File: src/hdl/rice_codec_with_zigzag_defines.svh
// Assertion macros for the Rice codec datapath.
// No dependencies; include by bare file name inside a module body.
`ifndef RICE_CODEC_WITH_ZIGZAG_DEFINES_SVH
`define RICE_CODEC_WITH_ZIGZAG_DEFINES_SVH

// Check that cons holds in the same cycle as ante.
`define RCZ_ASSERT_NOW(label, ante, cons, msg) \
	label: assert property (@(posedge clk) disable iff (!arst_n) (ante) |-> (cons)) \
		else $error(msg);

// Check that cons holds in the cycle after ante.
`define RCZ_ASSERT_NEXT(label, ante, cons, msg) \
	label: assert property (@(posedge clk) disable iff (!arst_n) (ante) |=> (cons)) \
		else $error(msg);

`endif

File: src/hdl/rcz_pkg.sv
// Shared types and constants for the Rice codec with zigzag map.
// No dependencies.
package rcz_pkg;

	localparam int VALUE_BITS    = 16;
	localparam int MAX_CODE_BITS = 64;
	localparam int M_BITS        = 4;
	localparam int ONES_BITS     = $clog2(MAX_CODE_BITS);
	localparam int CFG_IDX_BITS  = 1;
	localparam int CFG_DATA_BITS = 4;

	// Register indexes
	localparam logic [CFG_IDX_BITS-1:0] REG_RICE_PARAM = 1'd0;
	localparam logic [CFG_IDX_BITS-1:0] REG_ZIGZAG     = 1'd1;

	// Reset values of configuration
	localparam logic [M_BITS-1:0] RICE_PARAM_RESET = 4'd2;
	localparam logic              ZIGZAG_RESET     = 1'b1;

	// Item modes
	localparam logic MODE_ENCODE = 1'b0;
	localparam logic MODE_DECODE = 1'b1;

	typedef struct packed {
		logic                  mode;
		logic [VALUE_BITS-1:0] value;
		logic                  code_bit;
	} item_t;

	typedef struct packed {
		logic                  bit_out;
		logic                  bit_valid;
		logic                  last;
		logic                  decoded_valid;
		logic [VALUE_BITS-1:0] decoded_value;
		logic                  overflow;
	} result_t;

	// Controller to datapath
	typedef struct packed {
		logic enc_start;
		logic dec_step;
		logic emit;
	} cmd_t;

	// Datapath to controller
	typedef struct packed {
		logic mode;
		logic enc_ovf;
		logic emit_last;
		logic out_free;
	} status_t;

endpackage

File: src/hdl/rice_codec_with_zigzag.sv
// Golomb-Rice codec with zigzag map: one value encoded to code bits, or one code bit decoded.
// Encode: the bit source loads at accept, then one code bit per cycle enters the result
//   register while it can take one; no new item is taken until the last code bit is emitted.
// Code too long, and every decode bit: done at the accept edge, which registers any result.
// Reset: m = 2, zigzag on, decoder at start of a codeword, result register empty.
module rice_codec_with_zigzag (
	input  logic                              clk,
	input  logic                              arst_n,
	input  logic                              cfg_we,
	input  logic [rcz_pkg::CFG_IDX_BITS-1:0]  cfg_index,
	input  logic [rcz_pkg::CFG_DATA_BITS-1:0] cfg_wdata,
	input  logic                              item_valid,
	output logic                              item_ready,
	input  rcz_pkg::item_t                    item_data,
	output logic                              result_valid,
	input  logic                              result_ready,
	output rcz_pkg::result_t                  result_data
);
	import rcz_pkg::*;

	cmd_t    cmd;
	status_t status;

	// Sequence items
	rcz_ctrl u_ctrl (
		.clk        (clk),
		.arst_n     (arst_n),
		.item_valid (item_valid),
		.item_ready (item_ready),
		.status     (status),
		.cmd        (cmd)
	);

	// Compute codes and values
	rcz_datapath u_datapath (
		.clk          (clk),
		.arst_n       (arst_n),
		.cfg_we       (cfg_we),
		.cfg_index    (cfg_index),
		.cfg_wdata    (cfg_wdata),
		.item_data    (item_data),
		.cmd          (cmd),
		.status       (status),
		.result_valid (result_valid),
		.result_ready (result_ready),
		.result_data  (result_data)
	);

endmodule

File: src/hdl/rcz_ctrl.sv
// Controller for the Rice codec: accepts items and sequences code bit emission.
// Depends on rcz_pkg.
module rcz_ctrl (
	input  logic             clk,
	input  logic             arst_n,
	input  logic             item_valid,
	output logic             item_ready,
	input  rcz_pkg::status_t status,
	output rcz_pkg::cmd_t    cmd
);
	import rcz_pkg::*;

	typedef enum logic {
		ST_IDLE,
		ST_EMIT
	} state_t;

	state_t state_q;
	logic   accept;

	// Take an item only when the result slot can take its first result
	assign item_ready = (state_q == ST_IDLE) && status.out_free;
	assign accept     = item_valid && item_ready;

	// Issue datapath commands
	always_comb begin
		cmd.enc_start = accept && (status.mode == MODE_ENCODE);
		cmd.dec_step  = accept && (status.mode == MODE_DECODE);
		cmd.emit      = (state_q == ST_EMIT) && status.out_free;
	end

	// Hold state
	always_ff @(posedge clk or negedge arst_n) begin
		if (!arst_n) begin
			state_q <= ST_IDLE;
		end else begin
			unique case (state_q)
				ST_IDLE: begin
					if (cmd.enc_start && !status.enc_ovf) begin
						state_q <= ST_EMIT;
					end
				end
				ST_EMIT: begin
					if (cmd.emit && status.emit_last) begin
						state_q <= ST_IDLE;
					end
				end
				default: state_q <= ST_IDLE;
			endcase
		end
	end

endmodule

File: src/hdl/rcz_datapath.sv
// Datapath for the Rice codec: configuration, encoder bit source, decoder
// state and the result register. Depends on rcz_pkg and the defines header.
module rcz_datapath (
	input  logic                              clk,
	input  logic                              arst_n,
	input  logic                              cfg_we,
	input  logic [rcz_pkg::CFG_IDX_BITS-1:0]  cfg_index,
	input  logic [rcz_pkg::CFG_DATA_BITS-1:0] cfg_wdata,
	input  rcz_pkg::item_t                    item_data,
	input  rcz_pkg::cmd_t                     cmd,
	output rcz_pkg::status_t                  status,
	output logic                              result_valid,
	input  logic                              result_ready,
	output rcz_pkg::result_t                  result_data
);
	import rcz_pkg::*;
	`include "rice_codec_with_zigzag_defines.svh"

	localparam int FULL_BITS = VALUE_BITS + (1 << M_BITS) - 1;

	// Configuration
	logic [M_BITS-1:0] rice_m_q;
	logic              zigzag_q;

	// Encoder bit source
	logic [VALUE_BITS-1:0] enc_n_q;
	logic [ONES_BITS-1:0]  ones_q;
	logic                  zero_pend_q;
	logic [M_BITS-1:0]     rem_q;

	// Decoder state
	logic                    dec_phase_q;
	logic [VALUE_BITS-1:0]   qcount_q;
	logic [VALUE_BITS-2:0]   rshift_q;
	logic [M_BITS-1:0]       rcount_q;

	// Result register
	logic    out_valid_q;
	result_t out_q;

	// Encoder preparation
	logic [VALUE_BITS-1:0] enc_n;
	logic [VALUE_BITS-1:0] enc_q;
	logic [VALUE_BITS:0]   enc_len;
	logic                  enc_ovf;

	// Emission
	logic              emit_bit;
	logic              emit_last;
	logic [M_BITS-1:0] rem_idx;

	// Decode step
	logic [VALUE_BITS-1:0] dec_acc;
	logic [VALUE_BITS-1:0] dec_mmask;
	logic [M_BITS-1:0]     dec_cnt_next;
	logic                  dec_done;
	logic [VALUE_BITS-1:0] dec_r;
	logic [FULL_BITS-1:0]  dec_full;
	logic                  dec_ovf;
	logic [VALUE_BITS-1:0] dec_val;
	logic [VALUE_BITS-1:0] dec_unmapped;

	logic    load;
	result_t load_data;

	// Map value and split into quotient and code length
	always_comb begin
		if (zigzag_q) begin
			enc_n = {item_data.value[VALUE_BITS-2:0], 1'b0}
				^ {VALUE_BITS{item_data.value[VALUE_BITS-1]}};
		end else begin
			enc_n = item_data.value;
		end
		enc_q   = enc_n >> rice_m_q;
		enc_len = {1'b0, enc_q} + (VALUE_BITS+1)'(rice_m_q) + (VALUE_BITS+1)'(1);
		enc_ovf = enc_len > (VALUE_BITS+1)'(MAX_CODE_BITS);
	end

	// Select next code bit: unary ones, the stop zero, then remainder MSB first
	always_comb begin
		rem_idx = rem_q - M_BITS'(1);
		if (ones_q != '0) begin
			emit_bit  = 1'b1;
			emit_last = 1'b0;
		end else if (zero_pend_q) begin
			emit_bit  = 1'b0;
			emit_last = (rem_q == '0);
		end else begin
			emit_bit  = enc_n_q[rem_idx];
			emit_last = (rem_q == M_BITS'(1));
		end
	end

	// Advance decoder by one code bit and form the finished value
	always_comb begin
		dec_acc      = {rshift_q, item_data.code_bit};
		dec_mmask    = (VALUE_BITS'(1) << rice_m_q) - VALUE_BITS'(1);
		dec_cnt_next = rcount_q + M_BITS'(1);
		if (!dec_phase_q) begin
			dec_done = !item_data.code_bit && (rice_m_q == '0);
			dec_r    = '0;
		end else begin
			dec_done = (dec_cnt_next >= rice_m_q) || (dec_cnt_next == '0);
			dec_r    = dec_acc & dec_mmask;
		end
		dec_full     = (FULL_BITS'(qcount_q) << rice_m_q) | FULL_BITS'(dec_r);
		dec_ovf      = |dec_full[FULL_BITS-1:VALUE_BITS];
		dec_val      = dec_full[VALUE_BITS-1:0];
		dec_unmapped = {1'b0, dec_val[VALUE_BITS-1:1]} ^ {VALUE_BITS{dec_val[0]}};
	end

	// Choose what enters the result register
	always_comb begin
		load_data = '0;
		load      = 1'b0;
		if (cmd.enc_start && enc_ovf) begin
			load               = 1'b1;
			load_data.last     = 1'b1;
			load_data.overflow = 1'b1;
		end else if (cmd.emit) begin
			load                = 1'b1;
			load_data.bit_out   = emit_bit;
			load_data.bit_valid = 1'b1;
			load_data.last      = emit_last;
		end else if (cmd.dec_step && dec_done) begin
			load           = 1'b1;
			load_data.last = 1'b1;
			if (dec_ovf) begin
				load_data.overflow = 1'b1;
			end else begin
				load_data.decoded_valid = 1'b1;
				load_data.decoded_value = zigzag_q ? dec_unmapped : dec_val;
			end
		end
	end

	// Report status to the controller
	always_comb begin
		status.mode      = item_data.mode;
		status.enc_ovf   = enc_ovf;
		status.emit_last = emit_last;
		status.out_free  = !out_valid_q || result_ready;
	end

	assign result_valid = out_valid_q;
	assign result_data  = out_q;

	// Hold configuration
	always_ff @(posedge clk or negedge arst_n) begin
		if (!arst_n) begin
			rice_m_q <= RICE_PARAM_RESET;
			zigzag_q <= ZIGZAG_RESET;
		end else if (cfg_we) begin
			unique case (cfg_index)
				REG_RICE_PARAM: rice_m_q <= cfg_wdata[M_BITS-1:0];
				REG_ZIGZAG:     zigzag_q <= cfg_wdata[0];
				default: ;
			endcase
		end
	end

	// Load and drain the encoder bit source
	always_ff @(posedge clk or negedge arst_n) begin
		if (!arst_n) begin
			ones_q      <= '0;
			zero_pend_q <= 1'b0;
			rem_q       <= '0;
		end else if (cmd.enc_start && !enc_ovf) begin
			ones_q      <= enc_q[ONES_BITS-1:0];
			zero_pend_q <= 1'b1;
			rem_q       <= rice_m_q;
		end else if (cmd.emit) begin
			if (ones_q != '0) begin
				ones_q <= ones_q - ONES_BITS'(1);
			end else if (zero_pend_q) begin
				zero_pend_q <= 1'b0;
			end else begin
				rem_q <= rem_idx;
			end
		end
	end

	// Latch the mapped value for remainder bits
	always_ff @(posedge clk) begin
		if (cmd.enc_start) begin
			enc_n_q <= enc_n;
		end
	end

	// Update decoder state
	always_ff @(posedge clk or negedge arst_n) begin
		if (!arst_n) begin
			dec_phase_q <= 1'b0;
			qcount_q    <= '0;
			rshift_q    <= '0;
			rcount_q    <= '0;
		end else if (cmd.dec_step) begin
			if (dec_done) begin
				dec_phase_q <= 1'b0;
				qcount_q    <= '0;
				rshift_q    <= '0;
				rcount_q    <= '0;
			end else if (!dec_phase_q) begin
				if (item_data.code_bit) begin
					if (qcount_q != '1) begin
						qcount_q <= qcount_q + VALUE_BITS'(1);
					end
				end else begin
					dec_phase_q <= 1'b1;
					rshift_q    <= '0;
					rcount_q    <= '0;
				end
			end else begin
				rshift_q <= dec_acc[VALUE_BITS-2:0];
				rcount_q <= dec_cnt_next;
			end
		end
	end

	// Hold result until taken
	always_ff @(posedge clk or negedge arst_n) begin
		if (!arst_n) begin
			out_valid_q <= 1'b0;
		end else if (load) begin
			out_valid_q <= 1'b1;
		end else if (result_ready) begin
			out_valid_q <= 1'b0;
		end
	end

	always_ff @(posedge clk) begin
		if (load) begin
			out_q <= load_data;
		end
	end

	`RCZ_ASSERT_NOW(a_no_clobber, load && out_valid_q, result_ready, "result overwritten before taken")
	`RCZ_ASSERT_NOW(a_ones_before_zero, ones_q != '0, zero_pend_q, "unary bits left without stop zero")
	`RCZ_ASSERT_NEXT(a_dec_restart, cmd.dec_step && dec_done, !dec_phase_q && (qcount_q == '0), "decoder not cleared after codeword")

endmodule

File: config.mk
export PLATFORM = sky130hd
export DESIGN_NAME = rice_codec_with_zigzag
export DESIGN_NICKNAME = d
export VERILOG_FILES = /design/src/hdl/rcz_pkg.sv /design/src/hdl/rice_codec_with_zigzag.sv /design/src/hdl/rcz_ctrl.sv /design/src/hdl/rcz_datapath.sv
export VERILOG_INCLUDE_DIRS = /design/src /design/src/hdl
export SDC_FILE = /design/constraint.sdc
export NUM_CORES = 1
export LEC_CHECK = 0
export ABC_AREA = 1
export BUFFER_PORTS_ARGS = -buffer_cell sky130_fd_sc_hd__buf_2
export CORE_AREA = 2 2 120 210
export CTS_BUF_LIST = sky130_fd_sc_hd__clkbuf_4
export CTS_CLUSTER_SIZE = 40
export DETAILED_ROUTE_END_ITERATION = 8
export DIE_AREA = 0 0 122 212
export SYNTH_ARGS = -nofsm -noshare
export SYNTH_HDL_FRONTEND = slang
export SYNTH_SLANG_ARGS = --single-unit
File: constraint.sdc
create_clock -name clk -period 4.95 [get_ports clk]
set_clock_uncertainty 0.15 [all_clocks]
set_input_delay 0.2475 -clock clk [delete_from_list [all_inputs] [get_ports clk]]
set_output_delay 0.2475 -clock clk [all_outputs]
set_load 0.05 [all_outputs]
* Word-level counts from Yosys, hierarchy flattened
Cells that the tools add are included.
Operators by class: add/subtract/negate cells 7, multiply operators 0, div/mod/pow operators 0, magnitude comparators 3, equality and inequality tests 6, shift-type cells 3, multiplexer cells 47, bitwise operators 9, reduce and logical (&&, ||, !) cells 35
Operators by type and width (number):
- two-way mux 16 bit | 7
- two-way mux 15 bit | 3
- bitwise OR 31 x 16 -> 31 bit | 1
- << shifter 16 x 4 -> 31 bit | 1
- two-way mux 4 bit | 7
- two-way mux 1 bit | 23
- two-way mux 19 bit | 1
- two-way mux 6 bit | 3
- OR reduction 18 bit | 1
- adder 16 x 4 -> 17 bit | 1
- adder 17 x 1 -> 17 bit (second input constant) | 1
- greater-than comparator 17 x 7 -> 1 bit (second input constant) | 1
- two-way mux 17 bit | 1
- adder 16 x 1 -> 16 bit (second input constant) | 1
- bitwise AND 16 bit | 1
- inequality test 16 bit (second input constant) | 1
- << shifter 1 x 4 -> 16 bit (first input constant) | 1
- >> shifter 16 x 4 -> 16 bit | 1
- subtractor 16 x 2 -> 16 bit (second input constant) | 1
- bitwise XOR 15 x 16 -> 16 bit | 1
- bitwise XOR 16 bit | 1
- OR reduction 15 bit | 1
- logical NOT 4 bit | 3
- logical AND 1 bit | 10
- 20 further kinds | 37
Word-level totals: register bits after elaboration 91, bits in latches 0, bits in writable memories 0, ROM bits 0, input port bits 28, output and inout bits 23, word-level logic and storage cells 128, memories kept 0

* Logic depth before layout (Yosys ltp)
depth after elaboration 10, depth in mapped cells 33, mapped depth without buffers 30

* By module
From an unflattened synthesis, not the netlist that was laid out.
Second synthesis, totals: cells, all modules 1033, area total of the unflattened synthesis 7230.7 µm²
Modules (own cells, without submodules):
- rcz_datapath | times used 1, cells each 1019, area each 7149.4 µm², sequential area each 2414.8 µm²
- rcz_ctrl | times used 1, cells each 14, area each 81.3 µm², sequential area each 25.0 µm²

* Least setup slack after synthesis
OpenSTA, ideal clock, no wires.
path kind reg-to-reg, from reg u_datapath.zigzag_q, to reg u_datapath.out_q, in the netlist u_datapath.result_data[0], enable pin, setup time 461 ps, arrival time 3666 ps, data required time 4339 ps, slack 673 ps, stages on the path, launching flop included 25, buffers on the path 3, clock period less this slack 4277 ps, cell sequence dfstp_2 -> buf_6 -> buf_2 -> clkbuf_1 -> nand2_1 -> o21ai_0 -> o22ai_1 -> a311o_1 -> inv_1 -> nand2_1 -> fa_1 -> nor2_1 -> nor2_1 -> nand2_1 -> nand2_1 -> inv_2 -> nand2_1 -> nand2_1 -> nand2_1 -> nor2_1 -> nor2_1 -> nor2_2 -> nand2_1 -> nand2_1 -> nand3_1
Between the ends: longest elaborated chain between the ends 7
Ends and longest elaborated chain:
- from (decl) | RTL line rcz_datapath.sv:23 | logic zigzag_q;
- from (signal assigned) | RTL line rcz_datapath.sv:156 | REG_ZIGZAG: zigzag_q <= cfg_wdata[0];
- two-way mux 16 bit | RTL line rcz_datapath.sv:68 | if (zigzag_q) begin
- named net u_datapath.enc_n[1] | RTL line rcz_datapath.sv:42 | logic [VALUE_BITS-1:0] enc_n;
- >> shifter 16 x 4 -> 16 bit | RTL line rcz_datapath.sv:74 | enc_q = enc_n >> rice_m_q;
- adder 16 x 4 -> 17 bit | RTL line rcz_datapath.sv:75 | enc_len = {1'b0, enc_q} + (VALUE_BITS+1)'(rice_m_q) + (VALUE_BITS+1)'(1);
- adder 17 x 1 -> 17 bit | RTL line rcz_datapath.sv:75
- greater-than comparator 17 x 7 -> 1 bit | RTL line rcz_datapath.sv:76 | enc_ovf = enc_len > (VALUE_BITS+1)'(MAX_CODE_BITS);
- logical AND 1 bit | RTL line rcz_datapath.sv:116 | if (cmd.enc_start && enc_ovf) begin
- two-way mux 1 bit | RTL line rcz_datapath.sv:116
- named net u_datapath.load | RTL line rcz_datapath.sv:63 | logic load;
- to (signal assigned) | RTL line rcz_datapath.sv:233 | out_q <= load_data;
- to (decl) | RTL line rcz_datapath.sv:39 | result_t out_q;
The timed path passes the listed nets, and every way through them passes these cells. A chain may end at the register's enable or synchronous reset.

* Final worst setup path
from reg u_datapath.zigzag_q, to reg u_datapath.ones_q[5]
Between the ends: longest elaborated chain between the ends 9, elaborated cells on any way between the ends 11, those cells by class add/sub: 2; order compare: 1; shift: 1; mux: 2; reduce/logical: 5
Ends and longest elaborated chain:
- two-way mux 16 bit (*) | RTL line rcz_datapath.sv:68
- >> shifter 16 x 4 -> 16 bit (*) | RTL line rcz_datapath.sv:74
- adder 16 x 4 -> 17 bit | RTL line rcz_datapath.sv:75
- adder 17 x 1 -> 17 bit | RTL line rcz_datapath.sv:75
- greater-than comparator 17 x 7 -> 1 bit | RTL line rcz_datapath.sv:76
- logical NOT 1 bit | RTL line rcz_datapath.sv:168 | end else if (cmd.enc_start && !enc_ovf) begin
- logical AND 1 bit | RTL line rcz_datapath.sv:168
- nonzero test 2 bit (no line)
- AND reduction 2 bit (no line)
- to (signal assigned) | RTL line rcz_datapath.sv:169 | ones_q <= enc_q[ONES_BITS-1:0];
- to (signal assigned) | RTL line rcz_datapath.sv:174 | ones_q <= ones_q - ONES_BITS'(1);
- to (decl) | RTL line rcz_datapath.sv:27 | logic [ONES_BITS-1:0] ones_q;
Mark *: on every way between the ends. The rest lies on a longest branch, timed or not.

==> impl_metrics.json <==
{
  "cpPeakStageDelay_ps": 590,
  "area_delta_synth_final_pct": 12.6,
  "muxShareOfSynthArea": 0.00976,
  "vdd_drop_max_mv": 0.162,
  "timing.critical_path.from": "u_datapath.zigzag_q$_DFFE_PN1P_",
  "finalCritPeriodShare": 0.907,
  "period_needed_ps": 4490,
  "hp-start": "cfg_we",
  "synthArstFlopShare": 0.589,
  "grt_usage": 0.177,
  "path_class": "reg2reg",
  "final_layout_size_suffix_gt1_frac": 0.120,
  "cp-end-kind": "flop",
  "synth_seq_cells": 90,
  "cts_tree": "built",
  "first_iter_violations": 581,
  "dieArea_sq_um": 25900,
  "critPathMaxFanout": 28,
  "slew_headroom": 0.516,
  "die_h_um": 212,
  "coreArea_sq_um": 24200,
  "nets": 1152,
  "place_congestion": 0.959,
  "ys_warn_count": 0,
  "synth_top_area_share": 0.178,
  "yosysSeqAreaShare": 0.340,
  "synth_simple_gate_area_frac": 0.347,
  "final_common_cell": "nand2_1",
  "crit_path_start_kind": "flop",
  "p_per_area_nw_per_um2": 469,
  "grt_pass1_wl_um": 35400,
  "clockBufferDepth": 2,
  "crit_slowest_cell": "dfstp_4",
  "insertion_delay_ps": 530,
  "synth_top_area_cell": "dfrtp_1",
  "hpwl_um": 17000,
  "power.internal_uw": 1890,
  "synth_edf_count": 37,
  "synth_ff_type": "dfrtp_1",
  "drc_errors": 0,
  "synth_fa_ha_area_frac": 0.0289,
  "cts-root-buf": "clkbuf_4",
  "syn_inst": 1055,
  "clk_pin_slew_ps": 140,
  "vias_per_cell": 5.09,
  "tightestPinTransition_ps": 725,
  "antenna_found_initial": 1,
  "cts_buffers": 9,
  "rows": 76,
  "finalMaxSlewViolations": 0,
  "rsz0062_at_grt": "no",
  "hold_path_class": "in2reg",
  "synth_xor_area_frac": 0.0220,
  "status": "complete, no violations",
  "combPwrFrac": 0.540,
  "grt_max_degree": 54,
  "p_clk_frac": 0.131,
  "tns_ps": 0,
  "initial_core_util": 0.296,
  "switching_power_uw": 1900,
  "place.port_buffers": 50,
  "drv_cap": 0,
  "cts.sinks": 90,
  "dieWidth_um": 122,
  "max_freq_mhz": 223,
  "avgSynthCellArea_sq_um": 6.81,
  "syn_area_sq_um": 7180,
  "via_count": 7265,
  "swShare": 0.501,
  "whs_ps": 37.7,
  "grt_pass1_vias": 7136,
  "worstPathRequired_ps": 5230,
  "final_cell_mix": "nand2_1 (306), inv_1 (121), nand3_1 (121)",
  "grt-ovfl-total": 0,
  "drtAntennaViolNets": 0,
  "reg2reg_from": "u_datapath.zigzag_q$_DFFE_PN1P_",
  "fillCellCount": 2631,
  "drt_wl_total_um": 21900,
  "synth_compound_area_frac": 0.148,
  "yosysUniqueCellTypes": 52,
  "dr.pass1.iters": 5,
  "synth_top_family_by_area": "simple AND/OR/NAND/NOR gates",
  "htree_levels": 3,
  "path_common_cell": "nand2_1",
  "pwr-share-seq": 0.329,
  "setup_viol": 0,
  "wl_per_cell_um": 15.4,
  "ios": 51,
  "postCtsSetupBuffers": 0,
  "cp.arrival_ps": 4770,
  "synth_fp_nets": 1099,
  "synthTopCellsByArea": "dfrtp_1 (18%), nand2_1 (16%), edfxtp_1 (15%)",
  "p_leak_uw": 0.00378,
  "hold_viol_final": 0
}
-- timing repair --
item / CTS / global route
hold buffers: 19 / 0
gates resized for setup: 0 / 1
setup endpoints to repair: 0 / 4
hold endpoints to repair: 65 / 0
-- cells in the mapped netlist (all sizes together), types with 4 or more instances --
| library cell | number |
|---|---|
| or2 | 5 |
| nand4 | 19 |
| o21ai | 69 |
| xnor2 | 6 |
| xor2 | 12 |
| a211oi | 5 |
| o211ai | 4 |
| o22ai | 23 |
| ha | 15 |
| nor3 | 11 |
| inv | 130 |
| a21oi | 46 |
| nand3 | 130 |
| edfxtp | 37 |
| nand2 | 313 |
| a21boi | 9 |
| mux2i | 7 |
| nor2 | 81 |
| dfrtp | 51 |
| buf | 29 |
| clkbuf | 18 |
| a221oi | 5 |
-- worst paths after layout --
kind	to	slack, ps	cells after the start
min in group asynchronous	u_datapath.qcount_q[3]$_DFFE_PN0P_	230	3
hold / removal	u_datapath.rice_m_q[0]$_DFFE_PN0P_	40	3
setup reg to reg	u_datapath.ones_q[5]$_DFFE_PN0P_	460	28
setup / recovery	u_datapath.ones_q[5]$_DFFE_PN0P_	460	28
hold reg to reg	u_datapath.rcount_q[0]$_DFFE_PN0P_	400	1
max in group asynchronous	u_datapath.zero_pend_q$_DFFE_PN0P_	3950	3
-- power groups by stage --
stage / Sequential [uW] / Clock (uW) / Combinational [uW]
floorplan: 1430 / 0 / 1350
global placement: 1260 / 0 / 2010
detailed placement: 1260 / 0 / 2030
CTS: 1250 / 507 / 2050
global route: 1280 / 528 / 2310
finish: 1250 / 495 / 2050
-- stage by stage --
stage	setup WS [ps]	utilization	cell area [sq um]	total power, uW	instances
2_1_floorplan	673	-	7180	2780	1055
3_3_place_gp	555	0.318	7720	3270	1390
3_5_place_dp	501	0.318	7720	3290	1390
4_1_cts	477	0.333	8080	3800	1425
5_1_grt	1.47	0.333	8090	4120	1426
6_report	459	0.333	8090	3790	1426
-- per-layer routing --
metal,global-route usage,up-vias,wire length [um]
li1,-,3620,-
met1,0.188,3362,8550
met2,0.315,197,11300
met3,0.0212,86,651
met4,0.127,0,1410
met5,0,-,0
-- state kept, by name, indices dropped and copies added (netlist names) --
register	cells
u_datapath.qcount_q	16
u_datapath.zero_pend_q	1
u_datapath.dec_phase_q	1
u_datapath.result_valid	1
u_datapath.rshift_q	14
u_datapath.enc_n_q	16
u_datapath.rice_m_q	4
u_datapath.rcount_q	4
u_datapath.result_data	21
u_ctrl.state_q	1
u_datapath.zigzag_q	1
u_datapath.ones_q	6
u_datapath.rem_q	4
-- critical path, delay by kind of cell, from the launching register on --
family          cells  cell delay [ps]
compound gates      1              400
fa+ha+maj           1              310
buf+inv             5              650
flops               1              590
simple gates       21             2270
-- final cells by class --
class | instances | area (sq um) | share of cell area
multi-input combinational | 786 | 3990 | 0.494
antenna | 1 | 2.50 | 0.000310
inverter | 132 | 500 | 0.0619
clock buffer | 9 | 67.6 | 0.00836
tap | 312 | 390 | 0.0483
sequential | 90 | 2440 | 0.302
timing repair buffer | 89 | 591 | 0.0730
clock inverter | 7 | 98.8 | 0.0122
-- cells by family (layout without fill, tap and decap cells) --
group	count (synthesis)	after routing
XOR/XNOR	18	18
other	0	1
adder cells (fa/ha/maj)	16	16
flip-flops	90	90
buffers and inverters	179	237
AO/OA/AOI/OAI	181	181
multiplexers	7	7
AND/OR/NAND/NOR	564	564
Power figures use the tool's default switching activity.
